<file path="config.mk">
export PLATFORM = sky130hd
export DESIGN_NAME = netpbm_pixel_format_converter
export DESIGN_NICKNAME = d
export VERILOG_FILES = /design/src/hdl/npbm_pkg.sv /design/src/hdl/npbm_front.sv /design/src/hdl/npbm_queue.sv /design/src/hdl/npbm_back.sv /design/src/hdl/netpbm_pixel_format_converter.sv
export SDC_FILE = /design/constraint.sdc
export NUM_CORES = 1
export LEC_CHECK = 0
export ABC_CLOCK_PERIOD_IN_PS = 8700
export BUFFER_PORTS_ARGS = -buffer_cell sky130_fd_sc_hd__clkbuf_2
export CORE_MARGIN = 2
export CORE_UTILIZATION = 29
export DETAILED_ROUTE_END_ITERATION = 8
export PLACE_DENSITY = 0.54
export SYNTH_ARGS = -nofsm -noshare
export SYNTH_HDL_FRONTEND = slang
export SYNTH_SLANG_ARGS = --single-unit
</file>
<file path="constraint.sdc">
create_clock -name clock -period 8.7 [get_ports clock]
set_input_delay 0.435 -clock clock [delete_from_list [all_inputs] [get_ports clock]]
set_output_delay 0.435 -clock clock [all_outputs]
set_load 0.03 [all_outputs]
</file>
<file path="src/hdl/npbm_pkg.sv">
// shared constants, codes and word types of the pixel format converter
package npbm_pkg;

   // field and state widths
   localparam int SAMPLE_BITS    = 16;
   localparam int COLUMN_BITS    = 12;
   localparam int WIDTH_BITS     = 13;
   localparam int MAX_WIDTH      = 4096;
   localparam int SUM_BITS       = SAMPLE_BITS + 2;
   localparam int COUNT_BITS     = 2;
   localparam int PACK_BITS      = 8;
   localparam int PACK_IDX_BITS  = 3;

   // queue between front and back
   localparam int QUEUE_DEPTH    = 4;
   localparam int QUEUE_PTR_BITS = 2;
   localparam int QUEUE_CNT_BITS = QUEUE_PTR_BITS + 1;

   // configuration port
   localparam int CSR_INDEX_BITS = 3;
   localparam int CSR_DATA_BITS  = 16;

   localparam logic [CSR_INDEX_BITS-1:0] CSR_SOURCE_KIND     = 3'd0;
   localparam logic [CSR_INDEX_BITS-1:0] CSR_DEST_KIND       = 3'd1;
   localparam logic [CSR_INDEX_BITS-1:0] CSR_SOURCE_MAXVALUE = 3'd2;
   localparam logic [CSR_INDEX_BITS-1:0] CSR_DEST_MAXVALUE   = 3'd3;
   localparam logic [CSR_INDEX_BITS-1:0] CSR_IMAGE_WIDTH     = 3'd4;

   // pixel kinds; code 3 is the packed bitmap on the destination side
   localparam logic [1:0] KIND_BITMAP = 2'd0;
   localparam logic [1:0] KIND_GRAY   = 2'd1;
   localparam logic [1:0] KIND_COLOR  = 2'd2;
   localparam logic [1:0] KIND_PACKED = 2'd3;

   // component counts
   localparam logic [COUNT_BITS-1:0] COMPONENTS_ONE   = 2'd1;
   localparam logic [COUNT_BITS-1:0] COMPONENTS_THREE = 2'd3;

   // thresholds and packing constants
   localparam logic [SAMPLE_BITS-1:0] GRAY_THRESHOLD  = 16'd128;
   localparam logic [SUM_BITS-1:0]    COLOR_THRESHOLD = 18'd384;
   localparam logic [PACK_BITS-1:0]   PACK_MSB        = 8'h80;
   localparam logic [PACK_IDX_BITS-1:0] PACK_LAST_BIT = 3'd7;

   // divide by three: floor(x * ceil(2^20 / 3) / 2^20) is exact below 2^19
   localparam int RECIP_SHIFT = 20;
   localparam int RECIP_BITS  = 19;
   localparam logic [RECIP_BITS-1:0] RECIP_THIRD = 19'd349526;
   localparam int PRODUCT_BITS = SUM_BITS + RECIP_BITS;

   // configuration register set
   typedef struct packed {
      logic [1:0]             source_kind;
      logic [1:0]             dest_kind;
      logic [SAMPLE_BITS-1:0] source_maxvalue;
      logic [SAMPLE_BITS-1:0] dest_maxvalue;
      logic [WIDTH_BITS-1:0]  image_width;
   } cfg_type;

   // classified word handed from front to back
   typedef struct packed {
      logic                   need_div;
      logic [SUM_BITS-1:0]    first;
      logic [SAMPLE_BITS-1:0] second;
      logic [SAMPLE_BITS-1:0] third;
      logic [COUNT_BITS-1:0]  count;
      logic                   row_end;
      logic                   image_end;
   } word_type;

   // queue status seen by both sides
   typedef struct packed {
      logic not_empty;
      logic full;
   } queue_status_type;

endpackage

</file>
<file path="src/hdl/npbm_front.sv">
// front end: accepts pixels, tracks columns, packs bitmaps and classifies each word
module npbm_front
   import npbm_pkg::*;
(
   input  logic                   clock,
   input  logic                   reset,
   input  cfg_type                cfg,
   input  logic                   req_valid,
   output logic                   req_stall,
   input  logic [SAMPLE_BITS-1:0] req_sample_first,
   input  logic [SAMPLE_BITS-1:0] req_sample_second,
   input  logic [SAMPLE_BITS-1:0] req_sample_third,
   input  logic                   req_last_pixel,
   input  queue_status_type       queue_status,
   output logic                   push,
   output word_type               push_word
);

   logic [COLUMN_BITS-1:0]   column_ff, column_in;
   logic [PACK_BITS-1:0]     pack_ff, pack_in;
   logic [PACK_IDX_BITS-1:0] bit_count_ff, bit_count_in;

   logic                     accept;
   logic [1:0]               src;
   logic [WIDTH_BITS-1:0]    width_eff;
   logic [WIDTH_BITS-1:0]    column_plus;
   logic                     row_end;
   logic [SUM_BITS-1:0]      sum;
   logic [SAMPLE_BITS-1:0]   half_max;
   logic [SUM_BITS-1:0]      triple_max;
   logic [SUM_BITS-1:0]      triple_half;
   logic                     black;
   logic [PACK_BITS-1:0]     pack_merged;
   logic                     pack_emit;
   logic [SAMPLE_BITS-1:0]   bitmap_value;
   word_type                 word;

   assign req_stall = queue_status.full;
   assign accept    = req_valid && !req_stall;

   // effective source kind and row width
   always_comb begin
      src = (cfg.source_kind == KIND_PACKED) ? KIND_GRAY : cfg.source_kind;
      if (cfg.image_width == '0) begin
         width_eff = WIDTH_BITS'(1);
      end else if (cfg.image_width > WIDTH_BITS'(MAX_WIDTH)) begin
         width_eff = WIDTH_BITS'(MAX_WIDTH);
      end else begin
         width_eff = cfg.image_width;
      end
   end

   // row end detection
   assign column_plus = {1'b0, column_ff} + WIDTH_BITS'(1);
   assign row_end     = req_last_pixel || (column_plus >= width_eff);

   // component sum and packed thresholds
   assign sum = SUM_BITS'(req_sample_first) + SUM_BITS'(req_sample_second)
              + SUM_BITS'(req_sample_third);
   assign half_max    = cfg.source_maxvalue >> 1;
   assign triple_max  = SUM_BITS'(cfg.source_maxvalue)
                      + SUM_BITS'({cfg.source_maxvalue, 1'b0});
   assign triple_half = triple_max >> 1;

   // black decision for the packed bitmap
   always_comb begin
      case (src)
         KIND_BITMAP: black = (req_sample_first != '0);
         KIND_COLOR:  black = (sum <= triple_half);
         default:     black = (req_sample_first <= half_max);
      endcase
   end

   assign pack_merged = black ? (pack_ff | (PACK_MSB >> bit_count_ff)) : pack_ff;
   assign pack_emit   = (bit_count_ff == PACK_LAST_BIT) || row_end;

   // bitmap scaled up: black is zero, white is the destination maximum
   assign bitmap_value = (req_sample_first != '0) ? '0 : cfg.dest_maxvalue;

   // word classification
   always_comb begin
      word           = '0;
      word.count     = COMPONENTS_ONE;
      word.row_end   = row_end;
      word.image_end = req_last_pixel;
      if (cfg.dest_kind == KIND_PACKED) begin
         word.first = SUM_BITS'(pack_merged);
      end else if (src == cfg.dest_kind) begin
         word.first = SUM_BITS'(req_sample_first);
         if (src == KIND_COLOR) begin
            word.second = req_sample_second;
            word.third  = req_sample_third;
            word.count  = COMPONENTS_THREE;
         end
      end else begin
         case (src)
            KIND_BITMAP: begin
               word.first = SUM_BITS'(bitmap_value);
               if (cfg.dest_kind == KIND_COLOR) begin
                  word.second = bitmap_value;
                  word.third  = bitmap_value;
                  word.count  = COMPONENTS_THREE;
               end
            end
            KIND_GRAY: begin
               if (cfg.dest_kind == KIND_BITMAP) begin
                  word.first = (req_sample_first >= GRAY_THRESHOLD) ? '0 : SUM_BITS'(1);
               end else begin
                  word.first  = SUM_BITS'(req_sample_first);
                  word.second = req_sample_first;
                  word.third  = req_sample_first;
                  word.count  = COMPONENTS_THREE;
               end
            end
            default: begin
               if (cfg.dest_kind == KIND_BITMAP) begin
                  word.first = (sum >= COLOR_THRESHOLD) ? '0 : SUM_BITS'(1);
               end else begin
                  word.first    = sum;
                  word.need_div = 1'b1;
               end
            end
         endcase
      end
   end

   // queue push: packed mode only when a byte closes
   assign push      = accept && ((cfg.dest_kind != KIND_PACKED) || pack_emit);
   assign push_word = word;

   // column and packing state
   always_comb begin
      column_in    = column_ff;
      pack_in      = pack_ff;
      bit_count_in = bit_count_ff;
      if (accept) begin
         column_in = row_end ? '0 : column_plus[COLUMN_BITS-1:0];
         if (cfg.dest_kind == KIND_PACKED) begin
            if (pack_emit) begin
               pack_in      = '0;
               bit_count_in = '0;
            end else begin
               pack_in      = pack_merged;
               bit_count_in = bit_count_ff + PACK_IDX_BITS'(1);
            end
         end
      end
   end

   always_ff @(posedge clock) begin
      if (reset) begin
         column_ff    <= '0;
         pack_ff      <= '0;
         bit_count_ff <= '0;
      end else begin
         column_ff    <= column_in;
         pack_ff      <= pack_in;
         bit_count_ff <= bit_count_in;
      end
   end

endmodule

</file>
<file path="src/hdl/npbm_queue.sv">
// short word queue between the front and back ends
module npbm_queue
   import npbm_pkg::*;
(
   input  logic             clock,
   input  logic             reset,
   input  logic             push,
   input  word_type         push_word,
   input  logic             pop,
   output word_type         head_word,
   output queue_status_type status
);

   word_type                  entries_ff [QUEUE_DEPTH];
   logic [QUEUE_PTR_BITS-1:0] wr_ptr_ff, wr_ptr_in;
   logic [QUEUE_PTR_BITS-1:0] rd_ptr_ff, rd_ptr_in;
   logic [QUEUE_CNT_BITS-1:0] count_ff, count_in;

   assign status.not_empty = (count_ff != '0);
   assign status.full      = (count_ff == QUEUE_CNT_BITS'(QUEUE_DEPTH));
   assign head_word        = entries_ff[rd_ptr_ff];

   // pointer and fill count update
   always_comb begin
      wr_ptr_in = push ? wr_ptr_ff + QUEUE_PTR_BITS'(1) : wr_ptr_ff;
      rd_ptr_in = pop  ? rd_ptr_ff + QUEUE_PTR_BITS'(1) : rd_ptr_ff;
      count_in  = count_ff;
      if (push && !pop) begin
         count_in = count_ff + QUEUE_CNT_BITS'(1);
      end else if (pop && !push) begin
         count_in = count_ff - QUEUE_CNT_BITS'(1);
      end
   end

   always_ff @(posedge clock) begin
      if (reset) begin
         wr_ptr_ff <= '0;
         rd_ptr_ff <= '0;
         count_ff  <= '0;
      end else begin
         wr_ptr_ff <= wr_ptr_in;
         rd_ptr_ff <= rd_ptr_in;
         count_ff  <= count_in;
      end
   end

   // word storage
   always_ff @(posedge clock) begin
      if (push) begin
         entries_ff[wr_ptr_ff] <= push_word;
      end
   end

endmodule

</file>
<file path="src/hdl/npbm_back.sv">
// back end: divides colour sums by three and drives the result register
module npbm_back
   import npbm_pkg::*;
(
   input  logic                   clock,
   input  logic                   reset,
   input  queue_status_type       queue_status,
   input  word_type               head_word,
   output logic                   pop,
   output logic                   rsp_valid,
   input  logic                   rsp_stall,
   output logic [SAMPLE_BITS-1:0] rsp_value_first,
   output logic [SAMPLE_BITS-1:0] rsp_value_second,
   output logic [SAMPLE_BITS-1:0] rsp_value_third,
   output logic [COUNT_BITS-1:0]  rsp_component_count,
   output logic                   rsp_row_end,
   output logic                   rsp_image_end
);

   logic                    s1_valid_ff, s1_valid_in;
   word_type                s1_word_ff, s1_word_in;
   logic                    out_valid_ff, out_valid_in;
   word_type                out_word_ff;

   logic                    out_load;
   logic                    s1_load;
   logic [PRODUCT_BITS-1:0] product;

   // pipeline flow
   assign out_load = !out_valid_ff || !rsp_stall;
   assign s1_load  = !s1_valid_ff || out_load;
   assign pop      = queue_status.not_empty && s1_load;

   // divide by three through the reciprocal
   assign product = PRODUCT_BITS'(head_word.first) * PRODUCT_BITS'(RECIP_THIRD);

   always_comb begin
      s1_word_in = head_word;
      if (head_word.need_div) begin
         s1_word_in.first = SUM_BITS'(product[RECIP_SHIFT+SAMPLE_BITS-1:RECIP_SHIFT]);
      end
      s1_valid_in  = pop ? 1'b1 : (out_load ? 1'b0 : s1_valid_ff);
      out_valid_in = out_load ? s1_valid_ff : out_valid_ff;
   end

   always_ff @(posedge clock) begin
      if (reset) begin
         s1_valid_ff  <= 1'b0;
         out_valid_ff <= 1'b0;
      end else begin
         s1_valid_ff  <= s1_valid_in;
         out_valid_ff <= out_valid_in;
      end
   end

   // payload stages
   always_ff @(posedge clock) begin
      if (pop) begin
         s1_word_ff <= s1_word_in;
      end
      if (out_load && s1_valid_ff) begin
         out_word_ff <= s1_word_ff;
      end
   end

   assign rsp_valid           = out_valid_ff;
   assign rsp_value_first     = out_word_ff.first[SAMPLE_BITS-1:0];
   assign rsp_value_second    = out_word_ff.second;
   assign rsp_value_third     = out_word_ff.third;
   assign rsp_component_count = out_word_ff.count;
   assign rsp_row_end         = out_word_ff.row_end;
   assign rsp_image_end       = out_word_ff.image_end;

endmodule

</file>
<file path="src/hdl/netpbm_pixel_format_converter.sv">
// top level of the pixel format converter: configuration registers and wiring
// a taken pixel goes through a queue entry, the divide stage and the result register to rsp_valid
// throughput: one pixel per clock while req_stall is low; a four-word queue lets front and back stall apart
// packed bitmap mode emits one word per eight pixels or at row and image end
// reset: synchronous, empties queue and pipeline, clears column and packing state,
// and loads configuration defaults (gray to gray, maxvalues 255, width 1)
module netpbm_pixel_format_converter
   import npbm_pkg::*;
(
   input  logic                      clock,
   input  logic                      reset,
   input  logic                      csr_write_enable,
   input  logic [CSR_INDEX_BITS-1:0] csr_index,
   input  logic [CSR_DATA_BITS-1:0]  csr_write_data,
   input  logic                      req_valid,
   output logic                      req_stall,
   input  logic [SAMPLE_BITS-1:0]    req_sample_first,
   input  logic [SAMPLE_BITS-1:0]    req_sample_second,
   input  logic [SAMPLE_BITS-1:0]    req_sample_third,
   input  logic                      req_last_pixel,
   output logic                      rsp_valid,
   input  logic                      rsp_stall,
   output logic [SAMPLE_BITS-1:0]    rsp_value_first,
   output logic [SAMPLE_BITS-1:0]    rsp_value_second,
   output logic [SAMPLE_BITS-1:0]    rsp_value_third,
   output logic [COUNT_BITS-1:0]     rsp_component_count,
   output logic                      rsp_row_end,
   output logic                      rsp_image_end
);

   cfg_type          cfg_ff, cfg_in;
   queue_status_type queue_status;
   logic             push;
   logic             pop;
   word_type         push_word;
   word_type         head_word;

   // configuration writes
   always_comb begin
      cfg_in = cfg_ff;
      if (csr_write_enable) begin
         case (csr_index)
            CSR_SOURCE_KIND:     cfg_in.source_kind     = csr_write_data[1:0];
            CSR_DEST_KIND:       cfg_in.dest_kind       = csr_write_data[1:0];
            CSR_SOURCE_MAXVALUE: cfg_in.source_maxvalue = csr_write_data;
            CSR_DEST_MAXVALUE:   cfg_in.dest_maxvalue   = csr_write_data;
            CSR_IMAGE_WIDTH:     cfg_in.image_width     = csr_write_data[WIDTH_BITS-1:0];
            default:             cfg_in = cfg_ff;
         endcase
      end
   end

   always_ff @(posedge clock) begin
      if (reset) begin
         cfg_ff.source_kind     <= KIND_GRAY;
         cfg_ff.dest_kind       <= KIND_GRAY;
         cfg_ff.source_maxvalue <= SAMPLE_BITS'(255);
         cfg_ff.dest_maxvalue   <= SAMPLE_BITS'(255);
         cfg_ff.image_width     <= WIDTH_BITS'(1);
      end else begin
         cfg_ff <= cfg_in;
      end
   end

   // front end
   npbm_front u_front (
      .clock             (clock),
      .reset             (reset),
      .cfg               (cfg_ff),
      .req_valid         (req_valid),
      .req_stall         (req_stall),
      .req_sample_first  (req_sample_first),
      .req_sample_second (req_sample_second),
      .req_sample_third  (req_sample_third),
      .req_last_pixel    (req_last_pixel),
      .queue_status      (queue_status),
      .push              (push),
      .push_word         (push_word)
   );

   // decoupling queue
   npbm_queue u_queue (
      .clock     (clock),
      .reset     (reset),
      .push      (push),
      .push_word (push_word),
      .pop       (pop),
      .head_word (head_word),
      .status    (queue_status)
   );

   // back end
   npbm_back u_back (
      .clock               (clock),
      .reset               (reset),
      .queue_status        (queue_status),
      .head_word           (head_word),
      .pop                 (pop),
      .rsp_valid           (rsp_valid),
      .rsp_stall           (rsp_stall),
      .rsp_value_first     (rsp_value_first),
      .rsp_value_second    (rsp_value_second),
      .rsp_value_third     (rsp_value_third),
      .rsp_component_count (rsp_component_count),
      .rsp_row_end         (rsp_row_end),
      .rsp_image_end       (rsp_image_end)
   );

   // checks
   a_no_word_after_reset: assert property (@(posedge clock)
      $past(reset) |-> !rsp_valid)
      else $error("result word valid right after reset");

   a_image_end_closes_row: assert property (@(posedge clock) disable iff (reset)
      (rsp_valid && rsp_image_end) |-> rsp_row_end)
      else $error("image end without row end");

   a_count_legal: assert property (@(posedge clock) disable iff (reset)
      rsp_valid |-> (rsp_component_count == COMPONENTS_ONE ||
                     rsp_component_count == COMPONENTS_THREE))
      else $error("illegal component count");

   a_no_push_when_full: assert property (@(posedge clock) disable iff (reset)
      queue_status.full |-> !push)
      else $error("queue written while full");

endmodule

</file>
---- After elaboration in Yosys (flattened, before gate mapping) ----
Memories as Yosys holds them, arrays and structs flattened. A register that Yosys moved wholly into a read port is not among the register bits.
Cells that the tools add are included.
word-level totals
  register bits ........................... 185
  memories ................................ 1
  bits in writable memories ............... 220
  bits of input ports ..................... 73
operators by class
  shift operators ......................... 1
  multiplexer cells ....................... 34
  magnitude comparators ................... 6
  add/subtract/negate cells ............... 9
  reductions and logical operators ........ 32
  $mul .................................... 1
  eq/ne operators ......................... 13
  bitwise operators ....................... 1
memory list
  name                depth  bits a word  rd ports  clocked after Yosys merged registers in  wr ports  line              text
  u_queue.entries_ff  4      55           1         1                                        1         npbm_queue.sv:14  word_type entries_ff [QUEUE_DEPTH];
operator list
  cell                                                                    number
  34-bit two-way mux                                                      4
  34-bit one-hot mux with 2 select lines                                  1
  18-bit two-way mux                                                      3
  52-bit two-way mux                                                      1
  18-bit one-hot mux with 2 select lines                                  1
  18-bit by 18-bit multiplier with 35-bit output, second input constant   1
  16-bit two-way mux                                                      2
  13-bit two-way mux                                                      2
  16-bit by 17-bit adder with 18-bit output                               1
  18-bit by 16-bit adder with 18-bit output                               1
  18-bit by 9-bit >= comparator with 1-bit output, second input constant  1
  18-bit by 17-bit <= comparator with 1-bit output                        1
  16-bit by 16-bit adder with 17-bit output                               1
  16-bit by 8-bit >= comparator with 1-bit output, second input constant  1
  16-bit by 15-bit <= comparator with 1-bit output                        1
  8-bit two-way mux                                                       2
  16-bit nonzero test                                                     1
  12-bit by 1-bit adder with 13-bit output, second input constant         1
  13-bit >= comparator                                                    1
  13-bit > comparator, second input constant                              1
  13-bit logical NOT                                                      1
  12-bit two-way mux                                                      1
  2-bit AND reduction                                                     6
  1-bit two-way mux                                                       10
  other kinds (23)                                                        51

---- Longest topological paths before layout ----
Gate-level depths: netlist (run 1).
  word-level depth ........................ 12
  gate-level depth with buffers ........... 27
  depth with buffers taken out ............ 25

---- Modules after synthesis ----
Synthesis (run 1) repeated with hierarchy kept, for this count alone.
second synthesis, totals
  cell total of the unflattened synthesis .. 2048
  area total of the unflattened synthesis .. 25136.6 um^2
by module, submodules not included
  module                         times used  area each (um^2)  cells each
  npbm_back                      1           9347.7            796
  npbm_queue                     1           8435.6            331
  npbm_front                     1           5343.9            729
  netpbm_pixel_format_converter  1           2009.4            192

---- Least setup slack after synthesis (run 1) ----
Ideal clock, no wire load.
  path kind ............................... flip-flop to flip-flop
  from .................................... reg with a tool-made name
  to ...................................... reg u_back.s1_word_ff[51] (netlist name), data pin
  cell stages (with the launch flop) ...... 23
  setup slack ............................. 1.059 ns
  buffers on the path ..................... 2
  required time ........................... 8.564 ns
  arrival time ............................ 7.505 ns
  setup time .............................. 0.136 ns
  clock period less this slack ............ 7.641 ns
  cells stage by stage .................... dfxtp_1 -> clkbuf_1 -> buf_1 -> mux4_2 -> ha_1 -> inv_1 -> fa_1 -> fa_1 -> fa_1 -> inv_1 -> fa_1 -> fa_1 -> ha_1 -> and3_1 -> a221oi_2 -> o21ai_1 -> or3_1 -> o221a_4 -> a31oi_4 -> o31ai_2 -> o31a_1 -> or4b_1 -> nand3_1
RTL lines
  element               line             text
  end signal, assigned  npbm_back.sv:59  s1_word_ff <= s1_word_in;
  end, declared         npbm_back.sv:21  word_type s1_word_ff, s1_word_in;

==> impl_metrics.yaml, run 1 <==
cts:
  cts_resized: 0
  clockBufferDepth: 3
  cts.sinks: 401
  postCtsSetupBuffers: 0
  clk_pin_slew_ns: 0.06
  cts_tree: "built"
  postCtsHoldBufs: 0
  cts_made_buffers: 45
  clk_latency_ns: 0.60
  cts_root_buf: "clkbuf_16"
  cts_htree_levels: 2
detailed_routing:
  m1WireLength_um: 29200
  dr.pass1.iters: 5
  top_layer: "met5"
  wl_um: 63610
  wl_met2_um: 29430
  drtAntennaViolNets: 0
  via_per_inst: 4.855
  drtIter0Drc: 1116
  route.detailed.drc: 0
  wl_met3_um: 3337
  route.vias.total: 15945
  wl_per_cell_um: 19.37
sta:
  period_needed_ns: 7.366
  rsz0062_at_grt: "no"
  slew_violations: 0
  tns_ns: 0
  tightest_slew_ns: 1.332
  final_hold_viol_count: 0
  setup-violations-final: 0
  fin_crit_sh_pct: 84.67
  fin_worst_skew_ns: 0.03109
  max_freq_mhz: 135.8
  relSlewSlack_pct: 10.63
yosys:
  synth_edf_count: 318
  yosysWarnings: 0
  ys_types: 75
  async_flop_share_pct: 0
  synthCells: 2038
  syn_area_sq_um: 24410
  synth_seq_cells: 401
  yosysSeqAreaShare_pct: 45.93
  syn_nets: 2483
  synthFlopType: "edfxtp_1"
  syn_avg_cell_area_sq_um: 11.98
floorplan:
  die_y_um: 294.1
  start_util_pct: 29.21
  rows: 106
  die_w_um: 294.1
  core_area_sq_um: 83560
  num_io_pins: 127
  die-area_sq_um: 86510
layout:
  drive_gt1_share_pct: 13.31
  final_common_cell: "edfxtp_1"
  instances_no_fill: 3284
  area_growth_pct: 14.02
  final_cell_mix: "edfxtp_1 (318), ha_1 (258), inv_1 (255)"
  nNetsFinal: 2612
setup_path:
  crit_chain: "mux4_2, ha_1, inv_1, fa_1, fa_1, fa_1, inv_1, fa_1, fa_1, ha_1, and3_1, a221oi_2, o21ai_1, or3_1, o221a_4, a31oi_4, o31ai_2, o31a_1, or4b_1, nand3_1"
  critPathMaxFanout: 23
  critPathKind: "reg2reg"
  worstPathArrival_ns: 7.83
  worstPathRequired_ns: 9.16
  max_stage_delay_ns: 0.68
  slowest_stage: "mux4_2"
  cpMostUsedCell: "fa_1"
  end_kind: "register"
  critPathLaunchType: "register"
grt:
  grt_use_total_pct: 14.63
  grt_overflow: 0
  antenna_found_initial: 7
  grt_pass1_vias: 16044
  grt_pass1_wl_um: 95940
  grt_max_degree: 81
min_path:
  min_path_type: "in2reg"
  hold_start: "csr_write_data[13]"
place:
  dp.cells: 3200
  port_buffers: 125
  place_congestion: 0.9191
  dp_hpwl_um: 48080
outcome:
  status: "complete, no violations"
job:
  drv_cap: 0
==> cells in the mapped netlist, drive strengths merged, types with 5 or more instances <==
| library cell | number | area [sq um] |
|---|---|---|
| nand4 | 12 | 75.07 |
| nand2 | 181 | 679.4 |
| nor2b | 16 | 100.1 |
| nand2b | 5 | 31.28 |
| o31ai | 19 | 152.6 |
| a2111oi | 5 | 50.04 |
| a211oi | 13 | 97.59 |
| a211o | 11 | 96.34 |
| ha | 258 | 3228 |
| a21boi | 15 | 112.6 |
| nor4 | 7 | 43.79 |
| inv | 255 | 957.2 |
| or2 | 7 | 43.80 |
| edfxtp | 318 | 9549 |
| and2 | 13 | 81.33 |
| o21a | 46 | 345.3 |
| nor3 | 19 | 95.09 |
| or3 | 7 | 43.79 |
| a31oi | 23 | 158.9 |
| o221ai | 5 | 43.79 |
| nand3 | 29 | 145.1 |
| fa | 114 | 2282 |
| xnor2 | 42 | 367.9 |
| clkbuf | 51 | 191.4 |
| nand3b | 20 | 150.1 |
| mux2i | 6 | 60.06 |
| o21bai | 6 | 45.04 |
| o211ai | 9 | 67.56 |
| buf | 10 | 42.54 |
| a21o | 25 | 187.7 |
| nor2 | 89 | 334.1 |
| mux2 | 5 | 56.30 |
| o21ai | 60 | 300.3 |
| dfxtp | 83 | 1662 |
| and3 | 18 | 112.6 |
| xor2 | 32 | 280.3 |
| mux4 | 54 | 1216 |
| a21oi | 109 | 545.5 |
==> stage by stage <==
stage	setup WS [ns]	hold slack [ns]	area (sq um)	util, %
after global routing	0.9955	0.1112	27830	33.31
after detailed placement	1.257	0.4045	26340	31.52
after global placement	1.316	0.4012	26340	31.52
after CTS	1.259	0.08884	27820	33.30
after floorplan	1.059	0.4003	24410	-
final	1.334	0.1046	27830	33.31
==> cells by family (layout without fill, tap and decap cells) <==
family                   after synthesis  count (layout)  synth area share [%]
AND/OR/NAND/NOR                      432             432                 8.242
multiplexers                          65              65                 5.459
buffers and inverters                316             479                 4.880
XOR/XNOR                              74              74                 2.655
adder cells (fa/ha/maj)              373             373                 22.62
AO/OA/AOI/OAI                        376             376                 10.21
flip-flops                           401             401                 45.93
other                                  1               4               0.01536
==> flip-flops by register name, indices dropped and copies added (netlist names), named ones only <==
| signal | flops |
|---|---|
| u_back.rsp_value_second | 16 |
| u_front.bit_count_ff | 3 |
| u_front.column_ff | 12 |
| cfg_ff | 49 |
| u_back.rsp_value_first | 16 |
| u_back.rsp_component_count | 1 |
| u_back.rsp_valid | 1 |
| u_queue.rd_ptr_ff | 2 |
| u_back.rsp_value_third | 16 |
| u_queue.entries_ff | 216 |
| u_queue.count_ff | 3 |
| u_back.rsp_image_end | 1 |
| u_back.rsp_row_end | 1 |
| u_front.pack_ff | 8 |
| u_back.s1_valid_ff | 1 |
| u_back.s1_word_ff | 51 |
| u_queue.wr_ptr_ff | 2 |
==> worst paths after layout <==
| check | endpoint | slack (ns) | depth (start not counted) |
|---|---|---|---|
| worst max-delay path | u_back.s1_word_ff[51]$_DFFE_PP_ | 1.33 | 20 |
| worst min-delay path | cfg_ff[26]$_SDFFE_PP0P_ | 0.10 | 3 |
| worst min register to register | u_back.rsp_value_third[2]$_DFFE_PP_ | 0.40 | 0 |
| worst max register to register | u_back.s1_word_ff[51]$_DFFE_PP_ | 1.33 | 20 |
==> layer usage <==
| layer | up-vias | global-route usage, % |
|---|---|---|
| li1 | 7566 | - |
| met1 | 7921 | 20.15 |
| met2 | 375 | 23.33 |
| met3 | 79 | 2.598 |
| met4 | 4 | 4.617 |
| met5 | - | 0 |
==> cell type report <==
cell class                 count  area [sq um]
multi-input combinational   1321         12050
clock buffer                  52          1152
timing repair buffer         143         760.7
fill                        8371         55720
inverter                     255         957.2
sequential                   401         11220
tap                         1080          1351
clock inverter                29         332.8
antenna                        3         7.507
==> critical path, delay by kind of cell, from the launching register on <==
kind / cells / cell delay, ns
adders and majority gates: 7 / 3.28
AOI/OAI and AO/OA: 6 / 1.36
buffers and inverters: 2 / 0.14
DFF: 1 / 0.64
muxes: 1 / 0.68
and+or+nand+nor: 4 / 1.12
Power of run 1 is left out: the tool's default activity adds up to more than one toggle a clock period on the data nets, which glitch-free logic cannot reach.
==> inputs of run 2 (changes only) <==
--- a/config.mk
+++ b/config.mk
@@ -5,7 +5,7 @@
 export SDC_FILE = /design/constraint.sdc
 export NUM_CORES = 1
 export LEC_CHECK = 0
-export ABC_CLOCK_PERIOD_IN_PS = 8700
+export ABC_CLOCK_PERIOD_IN_PS = 7700
 export BUFFER_PORTS_ARGS = -buffer_cell sky130_fd_sc_hd__clkbuf_2
 export CORE_MARGIN = 2
 export CORE_UTILIZATION = 29
==> constraint.sdc (replaced) <==
create_clock -name clock -period 7.7 [get_ports clock]
set_input_delay 0.385 -clock clock [delete_from_list [all_inputs] [get_ports clock]]
set_output_delay 0.385 -clock clock [all_outputs]
set_load 0.03 [all_outputs]
==> run 2 against run 1 <==
- setup slack lost 0.86 ns
- count of clock-buffer cells in the layout rose by 4
- cell count barely moved
- critical path depth is the same
- wire length up 0.23%
- core utilization is 0.11 points higher
- die area unchanged
- clock skew barely moved
- via count increased by 0.30%
- first-iteration DRC count rose by 2.3%
- flip-flop and latch count is the same
- fmax is 1.9% higher
- critical path type unchanged
==> impl_metrics.yaml, run 2 (synthesis gave the netlist of run 1 again) <==
grt:
  grt_max_degree: 81
  antenna_found_initial: 5
  grt_use_total_pct: 14.70
  grt_overflow: 0
  grt_pass1_vias: 16328
  grt_pass1_wl_um: 97250
setup_path:
  max_stage_delay_ns: 0.66
  worstPathArrival_ns: 7.69
  rr_worst_depth: 20
  crit_chain: "mux4_2, ha_1, inv_1, fa_1, fa_1, fa_1, inv_1, fa_1, fa_1, ha_1, and3_1, a221oi_2, o21ai_1, or3_1, o221a_4, a31oi_4, o31ai_2, o31a_1, or4b_1, nand3_1"
  cp.buffers_inverters: 2
  cpMostUsedCell: "fa_1"
  critPathKind: "reg2reg"
  worstPathRequired_ns: 8.16
  critPathMaxFanout: 16
  end_kind: "register"
  ff2ff_setup_slack_ns: 0.47
  reg2reg_to: "u_back.s1_word_ff[51]$_DFFE_PP_"
  slowest_stage: "mux4_2"
  cpLargestDelayFamily: "adder cells"
  critPathLaunchType: "register"
sta:
  setup-violations-final: 0
  max_freq_mhz: 138.3
  fin_worst_skew_ns: 0.03151
  final_hold_viol_count: 0
  slew_violations: 0
  fin_crit_sh_pct: 93.90
  relSlewSlack_pct: 13.03
  period_needed_ns: 7.230
  tns_ns: 0
  rsz0062_at_grt: "no"
  tightest_slew_ns: 1.296
detailed_routing:
  drtIter0Drc: 1142
  wl_met2_um: 29520
  wl_met3_um: 3092
  top_layer: "met5"
  route.detailed.drc: 0
  wl_per_cell_um: 19.40
  via_per_inst: 4.866
  dr.pass1.iters: 5
  route.vias.total: 15993
  drtAntennaViolNets: 0
  wl_um: 63760
  m1WireLength_um: 29770
cts:
  clk_latency_ns: 0.59
  clk_pin_slew_ns: 0.07
  cts_made_buffers: 46
  cts_htree_levels: 2
  cts_resized: 0
  clockBufferDepth: 3
  postCtsHoldBufs: 0
  cts_root_buf: "clkbuf_16"
  cts_tree: "built"
  cts.sinks: 401
  postCtsSetupBuffers: 0
outcome:
  status: "complete, no violations"
layout:
  final_cell_mix: "edfxtp_1 (318), ha_1 (258), inv_1 (255)"
  finish.utilization_pct: 33.42
  area_growth_pct: 14.39
  largest_reg_flops: 216
  top_regs: "u_queue.entries_ff x216, u_back.s1_word_ff x51, cfg_ff x49"
  nNetsFinal: 2613
  final_common_cell: "edfxtp_1"
  nFillCells: 8337
  top_register: "u_queue.entries_ff"
  drive_gt1_share_pct: 13.38
job:
  drv_cap: 0
floorplan:
  rows: 106
  start_util_pct: 29.21
  die_w_um: 294.1
  die-area_sq_um: 86510
  core_area_sq_um: 83560
  die_y_um: 294.1
  num_io_pins: 127
min_path:
  hold_start: "csr_write_data[14]"
  min_path_type: "in2reg"
  min_path_cells: 3
  whs_endpoint: "cfg_ff[27]$_SDFFE_PP0P_"
place:
  port_buffers: 125
  place_congestion: 0.9569
  dp_hpwl_um: 48260
## run 2: final cells by class
cell class	instances	area (sq um)	area share [%]
well taps	1080	1351	4.839
repair buffers	143	760.7	2.724
flip-flops and latches	401	11220	40.17
multi-input cells	1321	12060	43.19
clock inverters	29	365.4	1.308
clock buffers	56	1209	4.329
diodes	2	5.005	0.01792
inverters	255	957.2	3.428
## run 2: per-stage QoR
step | worst slack (ns) | cells | cell area [sq um] | hold slack (ns)
floorplan | 0.05922 | 2038 | 24410 | 0.4003
global placement | 0.4522 | 3200 | 26340 | 0.4023
detailed placement | 0.3629 | 3200 | 26340 | 0.4045
CTS | 0.3919 | 3285 | 27920 | 0.06602
global route | 0.05861 | 3287 | 27920 | 0.08194
finish | 0.4698 | 3287 | 27920 | 0.08196
## run 2: worst min-delay path, stage by stage
cell and delay [ns]:
clkbuf_2 0.12, nand2_1 0.07, a21oi_1 0.05
## run 2: routing by layer
| layer | global-route usage (%) | vias to the layer above |
|---|---|---|
| li1 | - | 7560 |
| met1 | 20.50 | 7995 |
| met2 | 23.77 | 347 |
| met3 | 2.417 | 87 |
| met4 | 3.584 | 4 |
| met5 | 0 | - |
## run 2: worst max-delay path by stage
stage / to / slack, ns / cells after the start
3_3_place_gp: u_back.s1_word_ff[51]$_DFFE_PP_ / 0.45 / 20
2_1_floorplan: u_back.s1_word_ff[51]$_DFFE_PP_ / 0.06 / 22
6_report: u_back.s1_word_ff[51]$_DFFE_PP_ / 0.47 / 20
3_5_place_dp: u_back.s1_word_ff[51]$_DFFE_PP_ / 0.36 / 20
4_1_cts: u_back.s1_word_ff[51]$_DFFE_PP_ / 0.39 / 20
5_1_grt: u_back.s1_word_ff[51]$_DFFE_PP_ / 0.06 / 20
Power of run 2 is left out for the same reason.
